==> config.mk <==
export PLATFORM = sky130hd
export DESIGN_NAME = keyed_double_ended_queue
export DESIGN_NICKNAME = d
export VERILOG_FILES = /design/src/hw/rtl/kdq_pkg.sv /design/src/hw/rtl/kdq_ram.sv /design/src/hw/rtl/keyed_double_ended_queue.sv
export VERILOG_INCLUDE_DIRS = /design/src /design/src/hw/rtl
export SDC_FILE = /design/constraint.sdc
export NUM_CORES = 2
export LEC_CHECK = 0
export CELL_PAD_IN_SITES_DETAIL_PLACEMENT = 0
export CELL_PAD_IN_SITES_GLOBAL_PLACEMENT = 2
export CORE_MARGIN = 1.5
export CORE_UTILIZATION = 48
export DETAILED_ROUTE_END_ITERATION = 6
export DONT_BUFFER_PORTS = 1
export GPL_ROUTABILITY_DRIVEN = 0
export PLACE_DENSITY = 0.89
export SYNTH_ARGS = -nofsm -noshare
export SYNTH_HDL_FRONTEND = slang
export SYNTH_SLANG_ARGS = --single-unit
==> constraint.sdc <==
create_clock -name clk -period 7.5 [get_ports clk]
set_input_delay 1.5 -clock clk [delete_from_list [all_inputs] [get_ports clk]]
set_output_delay 1.5 -clock clk [all_outputs]
set_load 0.005 [all_outputs]
==> src/hw/rtl/assert_macros.svh <==
// Assertion macros shared by the RTL of the keyed double-ended queue.
// Each macro expands to one labelled concurrent assertion on clk, reset by arst_n.
`ifndef ASSERT_MACROS_SVH
`define ASSERT_MACROS_SVH

// Property must hold at every edge outside reset.
`define KDQ_ASSERT(lbl, prop, msg) \
	lbl: assert property (@(posedge clk) disable iff (!arst_n) (prop)) else $error(msg);

// When the antecedent holds, the consequent must hold in the next cycle.
`define KDQ_ASSERT_NEXT(lbl, ante, cons, msg) \
	lbl: assert property (@(posedge clk) disable iff (!arst_n) (ante) |=> (cons)) else $error(msg);

`endif

==> src/hw/rtl/kdq_pkg.sv <==
// Shared constants for the keyed double-ended queue: action and status codes,
// stream field positions and widths. No dependencies.
`default_nettype none
package kdq_pkg;
	localparam int ACTION_W = 4;
	localparam int FIELD_W  = 32;
	localparam int STATUS_W = 2;
	localparam int COUNT_W  = 5;
	localparam int CFG_W    = 5;

	// Input stream word: action, key, data_in from bit 0 up, padded to bytes.
	localparam int IN_KEY_LO   = ACTION_W;
	localparam int IN_DATA_LO  = ACTION_W + FIELD_W;
	localparam int IN_USED_W   = ACTION_W + 2 * FIELD_W;
	localparam int IN_TDATA_W  = ((IN_USED_W + 7) / 8) * 8;

	// Output stream word: status, data_out, key_out, count from bit 0 up.
	localparam int OUT_USED_W  = STATUS_W + 2 * FIELD_W + COUNT_W;
	localparam int OUT_TDATA_W = ((OUT_USED_W + 7) / 8) * 8;
	localparam int OUT_PAD_W   = OUT_TDATA_W - OUT_USED_W;

	localparam logic [ACTION_W-1:0] ACT_PUSH_TAIL = 4'd0;
	localparam logic [ACTION_W-1:0] ACT_PUSH_HEAD = 4'd1;
	localparam logic [ACTION_W-1:0] ACT_POP_HEAD  = 4'd2;
	localparam logic [ACTION_W-1:0] ACT_POP_TAIL  = 4'd3;
	localparam logic [ACTION_W-1:0] ACT_PEEK_HEAD = 4'd4;
	localparam logic [ACTION_W-1:0] ACT_PEEK_TAIL = 4'd5;
	localparam logic [ACTION_W-1:0] ACT_POP_KEY   = 4'd6;
	localparam logic [ACTION_W-1:0] ACT_PEEK_KEY  = 4'd7;
	localparam logic [ACTION_W-1:0] ACT_COUNT_KEY = 4'd8;
	localparam logic [ACTION_W-1:0] ACT_FLUSH     = 4'd9;

	localparam logic [STATUS_W-1:0] ST_OK        = 2'd0;
	localparam logic [STATUS_W-1:0] ST_EMPTY     = 2'd1;
	localparam logic [STATUS_W-1:0] ST_FULL      = 2'd2;
	localparam logic [STATUS_W-1:0] ST_NOT_FOUND = 2'd3;
endpackage
`default_nettype wire

==> src/hw/rtl/kdq_ram.sv <==
// Generic single-write, single-read synchronous RAM with a registered read port.
// No dependencies.
`default_nettype none
module kdq_ram #(
	parameter int WIDTH = 8,
	parameter int DEPTH = 16
) (
	input  wire logic                                  clk,
	input  wire logic                                  we,
	input  wire logic [((DEPTH > 1) ? $clog2(DEPTH) : 1)-1:0] waddr,
	input  wire logic [WIDTH-1:0]                      wdata,
	input  wire logic [((DEPTH > 1) ? $clog2(DEPTH) : 1)-1:0] raddr,
	output logic      [WIDTH-1:0]                      rdata
);
	logic [WIDTH-1:0] mem [DEPTH];

	always_ff @(posedge clk) begin
		if (we) begin
			mem[waddr] <= wdata;
		end
		rdata <= mem[raddr];
	end
endmodule
`default_nettype wire

==> src/hw/rtl/keyed_double_ended_queue.sv <==
// Keyed double-ended queue top level: sequencer, list registers and two slot RAMs.
// Depends on kdq_pkg, kdq_ram and assert_macros.svh.
//
// One request is taken at a time and gives one result. Pushes pass S_PUSH_A, and
// S_PUSH_B unless the queue was empty; head and tail pops and peeks pass S_FETCH
// and S_EVAL; flush, unused actions, refused pushes and any read of an empty queue
// go straight to S_RESULT. Keyed pops, peeks and key counts walk the list from the
// head one linked slot per cycle through the RAM read port, visiting at most DEPTH
// slots; a keyed pop that unlinks a slot from the middle of the list then passes
// S_LINK_R, S_LINK_A and S_LINK_B. A result waits in S_RESULT while an earlier one
// is held for m_tready, then sits in the output register while the next is accepted.
`default_nettype none
`include "assert_macros.svh"
module keyed_double_ended_queue #(
	parameter int DEPTH      = 16,
	parameter int DATA_WIDTH = 32,
	parameter int KEY_WIDTH  = 32
) (
	input  wire logic                             clk,
	input  wire logic                             arst_n,
	input  wire logic                             s_tvalid,
	output logic                                  s_tready,
	// action [3:0], key [35:4], data_in [67:36], zero pad above
	input  wire logic [kdq_pkg::IN_TDATA_W-1:0]   s_tdata,
	output logic                                  m_tvalid,
	input  wire logic                             m_tready,
	// status [1:0], data_out [33:2], key_out [65:34], count [70:66], zero pad above
	output logic      [kdq_pkg::OUT_TDATA_W-1:0]  m_tdata,
	input  wire logic                             cfg_we,
	input  wire logic [kdq_pkg::CFG_W-1:0]        cfg_wdata
);
	localparam int AW  = (DEPTH > 1) ? $clog2(DEPTH) : 1;
	localparam int CW  = $clog2(DEPTH + 1);
	localparam int LKW = 2 * AW;
	localparam int EW  = KEY_WIDTH + DATA_WIDTH;
	localparam int MW  = (CW > kdq_pkg::CFG_W) ? CW : kdq_pkg::CFG_W;

	typedef enum logic [8:0] {
		S_IDLE   = 9'b000000001,
		S_FETCH  = 9'b000000010,
		S_EVAL   = 9'b000000100,
		S_LINK_R = 9'b000001000,
		S_LINK_A = 9'b000010000,
		S_LINK_B = 9'b000100000,
		S_PUSH_A = 9'b001000000,
		S_PUSH_B = 9'b010000000,
		S_RESULT = 9'b100000000
	} state_t;

	state_t state_q;
	logic [AW-1:0]                 head_q, tail_q, slot_q, p_q, n_q;
	logic [CW-1:0]                 occ_q, idx_q, cnt_q;
	logic [DEPTH-1:0]              free_q;
	logic [kdq_pkg::CFG_W-1:0]     max_q;
	logic [kdq_pkg::ACTION_W-1:0]  action_q;
	logic [KEY_WIDTH-1:0]          key_q;
	logic [DATA_WIDTH-1:0]         data_q;
	logic [kdq_pkg::STATUS_W-1:0]  res_status_q, out_status_q;
	logic [DATA_WIDTH-1:0]         res_data_q;
	logic [KEY_WIDTH-1:0]          res_key_q;
	logic [kdq_pkg::FIELD_W-1:0]   out_data_q, out_key_q;
	logic [kdq_pkg::COUNT_W-1:0]   out_count_q;
	logic                          m_tvalid_q;

	logic [kdq_pkg::ACTION_W-1:0]  in_action;
	logic [kdq_pkg::FIELD_W-1:0]   in_key, in_data;
	logic                          acc, full, in_is_push, in_is_read, in_is_tail;
	logic [AW-1:0]                 first_free, rd_addr, nb_addr, wb_addr;
	logic [MW-1:0]                 max_ext, lim;
	logic [EW-1:0]                 rd_a;
	logic [LKW-1:0]                rd_b, wb_data;
	logic                          wb_en;
	logic [KEY_WIDTH-1:0]          rd_key;
	logic [DATA_WIDTH-1:0]         rd_data;
	logic [AW-1:0]                 rd_next, rd_prev;
	logic                          is_keyed, is_count, is_pop, match, last, found, out_free;

	assign in_action = s_tdata[kdq_pkg::ACTION_W-1:0];
	assign in_key    = s_tdata[kdq_pkg::IN_KEY_LO +: kdq_pkg::FIELD_W];
	assign in_data   = s_tdata[kdq_pkg::IN_DATA_LO +: kdq_pkg::FIELD_W];

	assign s_tready = (state_q == S_IDLE);
	assign acc      = s_tvalid & s_tready;
	assign out_free = !m_tvalid_q || m_tready;
	assign m_tvalid = m_tvalid_q;
	assign m_tdata  = {{kdq_pkg::OUT_PAD_W{1'b0}}, out_count_q, out_key_q, out_data_q,
		out_status_q};

	assign in_is_push = (in_action == kdq_pkg::ACT_PUSH_TAIL) ||
		(in_action == kdq_pkg::ACT_PUSH_HEAD);
	assign in_is_read = in_action inside {[kdq_pkg::ACT_POP_HEAD:kdq_pkg::ACT_COUNT_KEY]};
	assign in_is_tail = (in_action == kdq_pkg::ACT_POP_TAIL) ||
		(in_action == kdq_pkg::ACT_PEEK_TAIL);

	// Lowest free slot.
	always_comb begin
		first_free = '0;
		for (int i = DEPTH - 1; i >= 0; i--) begin
			if (free_q[i]) begin
				first_free = AW'(i);
			end
		end
	end

	assign max_ext = MW'(max_q);
	assign lim     = (max_ext == '0 || max_ext > MW'(DEPTH)) ? MW'(DEPTH) : max_ext;
	assign full    = MW'(occ_q) >= lim;

	assign rd_key  = rd_a[EW-1:DATA_WIDTH];
	assign rd_data = rd_a[DATA_WIDTH-1:0];
	assign rd_next = rd_b[LKW-1:AW];
	assign rd_prev = rd_b[AW-1:0];

	assign is_keyed = (action_q == kdq_pkg::ACT_POP_KEY) ||
		(action_q == kdq_pkg::ACT_PEEK_KEY);
	assign is_count = (action_q == kdq_pkg::ACT_COUNT_KEY);
	assign is_pop   = (action_q == kdq_pkg::ACT_POP_HEAD) ||
		(action_q == kdq_pkg::ACT_POP_TAIL) || (action_q == kdq_pkg::ACT_POP_KEY);
	assign match    = (rd_key == key_q);
	assign last     = (idx_q == CW'(occ_q - 1'b1));
	assign found    = is_keyed ? match : !is_count;
	assign nb_addr  = (action_q == kdq_pkg::ACT_PUSH_TAIL) ? tail_q : head_q;

	// While walking, the next slot's read is issued straight from the link just read.
	always_comb begin
		case (state_q)
			S_EVAL:   rd_addr = rd_next;
			S_LINK_R: rd_addr = p_q;
			S_LINK_A: rd_addr = n_q;
			S_PUSH_A: rd_addr = nb_addr;
			default:  rd_addr = slot_q;
		endcase
	end

	always_comb begin
		wb_en   = 1'b0;
		wb_addr = slot_q;
		wb_data = '0;
		case (state_q)
			S_PUSH_A: begin
				wb_en = 1'b1;
				if (occ_q == '0) begin
					wb_data = '0;
				end else if (action_q == kdq_pkg::ACT_PUSH_TAIL) begin
					wb_data = {{AW{1'b0}}, tail_q};
				end else begin
					wb_data = {head_q, {AW{1'b0}}};
				end
			end
			S_PUSH_B: begin
				wb_en   = 1'b1;
				wb_addr = nb_addr;
				wb_data = (action_q == kdq_pkg::ACT_PUSH_TAIL) ? {slot_q, rd_prev} :
					{rd_next, slot_q};
			end
			S_LINK_A: begin
				wb_en   = 1'b1;
				wb_addr = p_q;
				wb_data = {n_q, rd_prev};
			end
			S_LINK_B: begin
				wb_en   = 1'b1;
				wb_addr = n_q;
				wb_data = {rd_next, p_q};
			end
			default: begin
				wb_en = 1'b0;
			end
		endcase
	end

	kdq_ram #(.WIDTH(EW), .DEPTH(DEPTH)) u_entry_ram (
		.clk   (clk),
		.we    (state_q == S_PUSH_A),
		.waddr (slot_q),
		.wdata ({key_q, data_q}),
		.raddr (rd_addr),
		.rdata (rd_a)
	);

	kdq_ram #(.WIDTH(LKW), .DEPTH(DEPTH)) u_link_ram (
		.clk   (clk),
		.we    (wb_en),
		.waddr (wb_addr),
		.wdata (wb_data),
		.raddr (rd_addr),
		.rdata (rd_b)
	);

	always_ff @(posedge clk or negedge arst_n) begin
		if (!arst_n) begin
			state_q    <= S_IDLE;
			head_q     <= '0;
			tail_q     <= '0;
			occ_q      <= '0;
			free_q     <= '1;
			max_q      <= '0;
			m_tvalid_q <= 1'b0;
		end else begin
			if (cfg_we) begin
				max_q <= cfg_wdata;
			end
			if (state_q == S_RESULT && out_free) begin
				m_tvalid_q <= 1'b1;
			end else if (m_tready) begin
				m_tvalid_q <= 1'b0;
			end
			case (state_q)
				S_IDLE: begin
					if (acc) begin
						if (in_is_push) begin
							state_q <= full ? S_RESULT : S_PUSH_A;
						end else if (in_is_read) begin
							state_q <= (occ_q == '0) ? S_RESULT : S_FETCH;
						end else begin
							if (in_action == kdq_pkg::ACT_FLUSH) begin
								free_q <= '1;
								occ_q  <= '0;
								head_q <= '0;
								tail_q <= '0;
							end
							state_q <= S_RESULT;
						end
					end
				end
				S_FETCH: begin
					state_q <= S_EVAL;
				end
				S_EVAL: begin
					if (found) begin
						if (is_pop) begin
							free_q[slot_q] <= 1'b1;
							if (occ_q <= CW'(1)) begin
								occ_q   <= '0;
								state_q <= S_RESULT;
							end else begin
								occ_q <= CW'(occ_q - 1'b1);
								if (slot_q == head_q) begin
									head_q  <= rd_next;
									state_q <= S_RESULT;
								end else if (slot_q == tail_q) begin
									tail_q  <= rd_prev;
									state_q <= S_RESULT;
								end else begin
									state_q <= S_LINK_R;
								end
							end
						end else begin
							state_q <= S_RESULT;
						end
					end else if (last) begin
						state_q <= S_RESULT;
					end
				end
				S_LINK_R: begin
					state_q <= S_LINK_A;
				end
				S_LINK_A: begin
					state_q <= S_LINK_B;
				end
				S_LINK_B: begin
					state_q <= S_RESULT;
				end
				S_PUSH_A: begin
					free_q[slot_q] <= 1'b0;
					occ_q          <= CW'(occ_q + 1'b1);
					if (occ_q == '0) begin
						head_q  <= slot_q;
						tail_q  <= slot_q;
						state_q <= S_RESULT;
					end else begin
						state_q <= S_PUSH_B;
					end
				end
				S_PUSH_B: begin
					if (action_q == kdq_pkg::ACT_PUSH_TAIL) begin
						tail_q <= slot_q;
					end else begin
						head_q <= slot_q;
					end
					state_q <= S_RESULT;
				end
				S_RESULT: begin
					if (out_free) begin
						state_q <= S_IDLE;
					end
				end
				default: begin
					state_q <= S_IDLE;
				end
			endcase
		end
	end

	always_ff @(posedge clk) begin
		case (state_q)
			S_IDLE: begin
				if (acc) begin
					action_q   <= in_action;
					key_q      <= KEY_WIDTH'(in_key);
					data_q     <= DATA_WIDTH'(in_data);
					slot_q     <= in_is_push ? first_free : (in_is_tail ? tail_q : head_q);
					idx_q      <= '0;
					cnt_q      <= '0;
					res_data_q <= '0;
					res_key_q  <= '0;
					if (in_is_push && full) begin
						res_status_q <= kdq_pkg::ST_FULL;
					end else if (in_is_read && in_action != kdq_pkg::ACT_COUNT_KEY &&
						occ_q == '0) begin
						res_status_q <= kdq_pkg::ST_EMPTY;
					end else begin
						res_status_q <= kdq_pkg::ST_OK;
					end
				end
			end
			S_EVAL: begin
				p_q <= rd_prev;
				n_q <= rd_next;
				if (is_count) begin
					cnt_q <= CW'(cnt_q + CW'(match));
				end
				if (found) begin
					res_data_q <= rd_data;
					res_key_q  <= rd_key;
				end else if (last) begin
					if (is_keyed) begin
						res_status_q <= kdq_pkg::ST_NOT_FOUND;
					end
				end else begin
					slot_q <= rd_next;
					idx_q  <= CW'(idx_q + 1'b1);
				end
			end
			S_RESULT: begin
				if (out_free) begin
					out_status_q <= res_status_q;
					out_data_q   <= kdq_pkg::FIELD_W'(res_data_q);
					out_key_q    <= kdq_pkg::FIELD_W'(res_key_q);
					out_count_q  <= is_count ? kdq_pkg::COUNT_W'(cnt_q) :
						kdq_pkg::COUNT_W'(occ_q);
				end
			end
			default: begin
			end
		endcase
	end

	`KDQ_ASSERT(a_occ_bound, occ_q <= CW'(DEPTH), "occupancy above depth")
	`KDQ_ASSERT(a_free_match, $countones(free_q) + int'(occ_q) == DEPTH,
		"free slot map disagrees with occupancy")
	`KDQ_ASSERT_NEXT(a_result_src, !m_tvalid_q && state_q != S_RESULT, !m_tvalid_q,
		"result raised outside the result state")
endmodule
`default_nettype wire
==> out/results.ini <==
[outcome]
status = finished, final reports clean

[grt]
grt_max_degree = 163
grt_pass1_wl_microns = 191000
grt_usage = 0.212
gr-total-overflow = 0
antenna_found_initial = 26
grt_pass1_vias = 29501

[pwr]
power_frac_comb = 0.150
power_density_mw_per_mm2 = 328
p_switching_mw = 5.82
p_clk_frac = 0.351
swShare = 0.273
p_leak_nw = 21.6
ir_worst_vdd_v = 0.000253
sequentialPowerShare = 0.499
p_int_mw = 15.5

[cts]
root_buffer = clkbuf_16
postCtsHoldBufs = 0
cts_buffers = 149
cts.clk_slew.worst_paths_ps = 60
insertion_delay_ps = 770
clock_sinks = 1495
postCtsSetupBuffers = 0
htreeDepth = 4
post_cts_resized = 0
cts_buffer_depth = 3
cts_tree = yes

[synthesis]
synth.net_count = 3557
synth.distinct_cells = 56
yosysMostFrequentCell = edfxtp_1
ys_warn_count = 0
syn_area_sq_mm = 0.0582
yosys.area.top_type = edfxtp_1
async_reset_ff_frac = 0.0294
synthFlopType = edfxtp_1
synth_top_area_frac = 0.711
ys_ff_latch = 1495
synth_common_cells = 1379 x edfxtp_1, 340 x nand2_1, 292 x mux2i_1, 291 x o211ai_1, 186 x mux2_1
synth_area_per_cell_sq_um = 16.8
syn_inst = 3463
synth-edff-count = 1379
synth_area_leaders = edfxtp_1 71%, mux2i_1 5.0%, o211ai_1 3.8%
synth_seq_area_share = 0.755

[detailed_routing]
totalWireLength_microns = 129000
vias_per_cell = 5.68
vias = 29699
ant_nets = 0
dr.pass1.iters = 7
remaining_drc_errors = 0
wl_per_cell_microns = 24.8
drt_iter0_drc = 3013

[placement]
dpl.hpwl_microns = 67000
port_buffers = 0
dpl_cell_area_sq_mm = 0.0599
pre_cts_slack_ps = 2740

[min_path]
hold_path.class = flip-flop to flip-flop
hp-start = res_data_q[6]

[sta]
worst_pin_slew_ps = 1130
tns_ps = 0
rsz0062_at_grt = false
finalSetupViolCount = 0
fmax_mhz = 205
layout_setup_ws_ps = 2630
slew_viol_final = 0
slew_headroom = 0.245
period_needed_ps = 4870
hold_viol_final = 0
fin_crit_sh = 0.650
skew_ps = 31.9

[floorplanning]
die_h_microns = 351
start_util = 0.485
die-area_sq_mm = 0.123
die_x_microns = 351
ios = 156
num_rows = 127
core_area_sq_mm = 0.120

[critical_path]
critPathKind = flip-flop to flip-flop
crit_fanout = 53
r2r_start = state_q[5]
arrival_ps = 5440
r2r_slack_ps = 2630
critPathLaunch = state_q[5]
required_ps = 8070
cp-start-kind = flip-flop
crit_path_end_kind = flip-flop

[final_layout]
num-fill-cells = 9382
final_nets = 3576
area_growth_pct = 11.5
drive_above_1_share = 0.126
final_area_sq_mm = 0.0649

[run]
drv_cap = 0

## critical path: stages, from the launching register on
cell and delay (ps):
dfrtp_1 420, nor4_1 520, and4b_1 840, or3_1 390, a41o_4 970, buf_4 640
mux2_1 380, o211ai_1 170, nand4_1 260
## logic make-up (layout without fill, tap and decap cells)
| family | Yosys count | in the layout | synth area share |
|---|---|---|---|
| and+or+nand+nor | 674 | 674 | 0.0540 |
| muxes | 595 | 595 | 0.109 |
| xor gates and xnor gates | 54 | 54 | 0.00812 |
| DFF | 1495 | 1495 | 0.755 |
| buffers and inverters | 210 | 357 | 0.0193 |
| AOI/OAI and AO/OA | 422 | 422 | 0.0522 |
| adders and majority gates | 12 | 12 | 0.00258 |
| other | 1 | 9 | 0.0000644 |
## layer usage
metal | vias to the layer above | track usage | wire (microns)
li1 | 13502 | - | -
met1 | 15091 | 0.294 | 56400
met2 | 868 | 0.335 | 61200
met3 | 216 | 0.0473 | 8730
met4 | 22 | 0.0615 | 3020
met5 | - | 0 | 149
## power by group through the flow
stage	registers [mW]	logic [mW]	clock network (mW)
global route	10.7	3.48	7.94
floorplan	10.5	2.44	0
detailed placement	10.8	3.21	0
global placement	10.8	3.19	0
CTS	10.6	3.23	7.61
finish	10.6	3.19	7.48
## placed cells by master, fill, tap and decap left out, drive strengths merged, types with 6 or more instances in the layout
cell,instances
edfxtp,1379
nand2,340
mux2,303
mux2i,292
o211ai,291
clkbuf,198
nor2,88
nand4,79
dfxtp,72
and2,68
buf,62
clkinv,52
xor2,41
a21oi,34
o21ai,32
dfrtp,27
inv,24
nor3,21
nor4,20
dfstp,17
nand2b,15
nand3,14
xnor2,13
bufinv,13
ha,12
a22o,11
diode,8
clkinvlp,8
or2,7
a22oi,7
and4b,6
o22ai,6
## cell type report
class | count | area [sq um] | area share
timing repair buffer | 62 | 578 | 0.00890
antenna | 8 | 20.0 | 0.000308
sequential | 1495 | 44000 | 0.677
tap | 1612 | 2020 | 0.0311
clock buffer | 198 | 4090 | 0.0629
clock inverter | 81 | 906 | 0.0139
multi-input combinational | 1758 | 13300 | 0.205
inverter | 16 | 65.1 | 0.00100
## state kept, by name, indices dropped and copies added (netlist names), 8 cells and up
signal / flops
data_q: 32
out_key_q: 32
free_q: 16
u_entry_ram.rdata: 64
key_q: 32
res_key_q: 32
u_entry_ram.mem: 1024
res_data_q: 32
out_data_q: 32
u_link_ram.mem: 128
u_link_ram.rdata: 8
state_q: 9
## path summary, 6_finish.rpt
| path | endpoint | depth (start not counted) |
|---|---|---|
| min in group asynchronous | m_tvalid | 0 |
| max | u_entry_ram.rdata[13] | 8 |
| max reg2reg | u_entry_ram.rdata[13] | 8 |
| min reg2reg | out_data_q[6] | 0 |
| min | out_data_q[6] | 0 |
| max in group asynchronous | free_q[10] | 0 |
## metrics by stage
stage,hold WS [ps],power (mW),cells,utilization
finish,412,21.3,5230,0.541
detailed placement,405,14.0,4943,0.499
floorplan,400,13.0,3463,-
global route,391,22.2,5225,0.541
global placement,405,14.0,4943,0.499
CTS,378,21.5,5222,0.540
(Power assumes the default switching activity.)
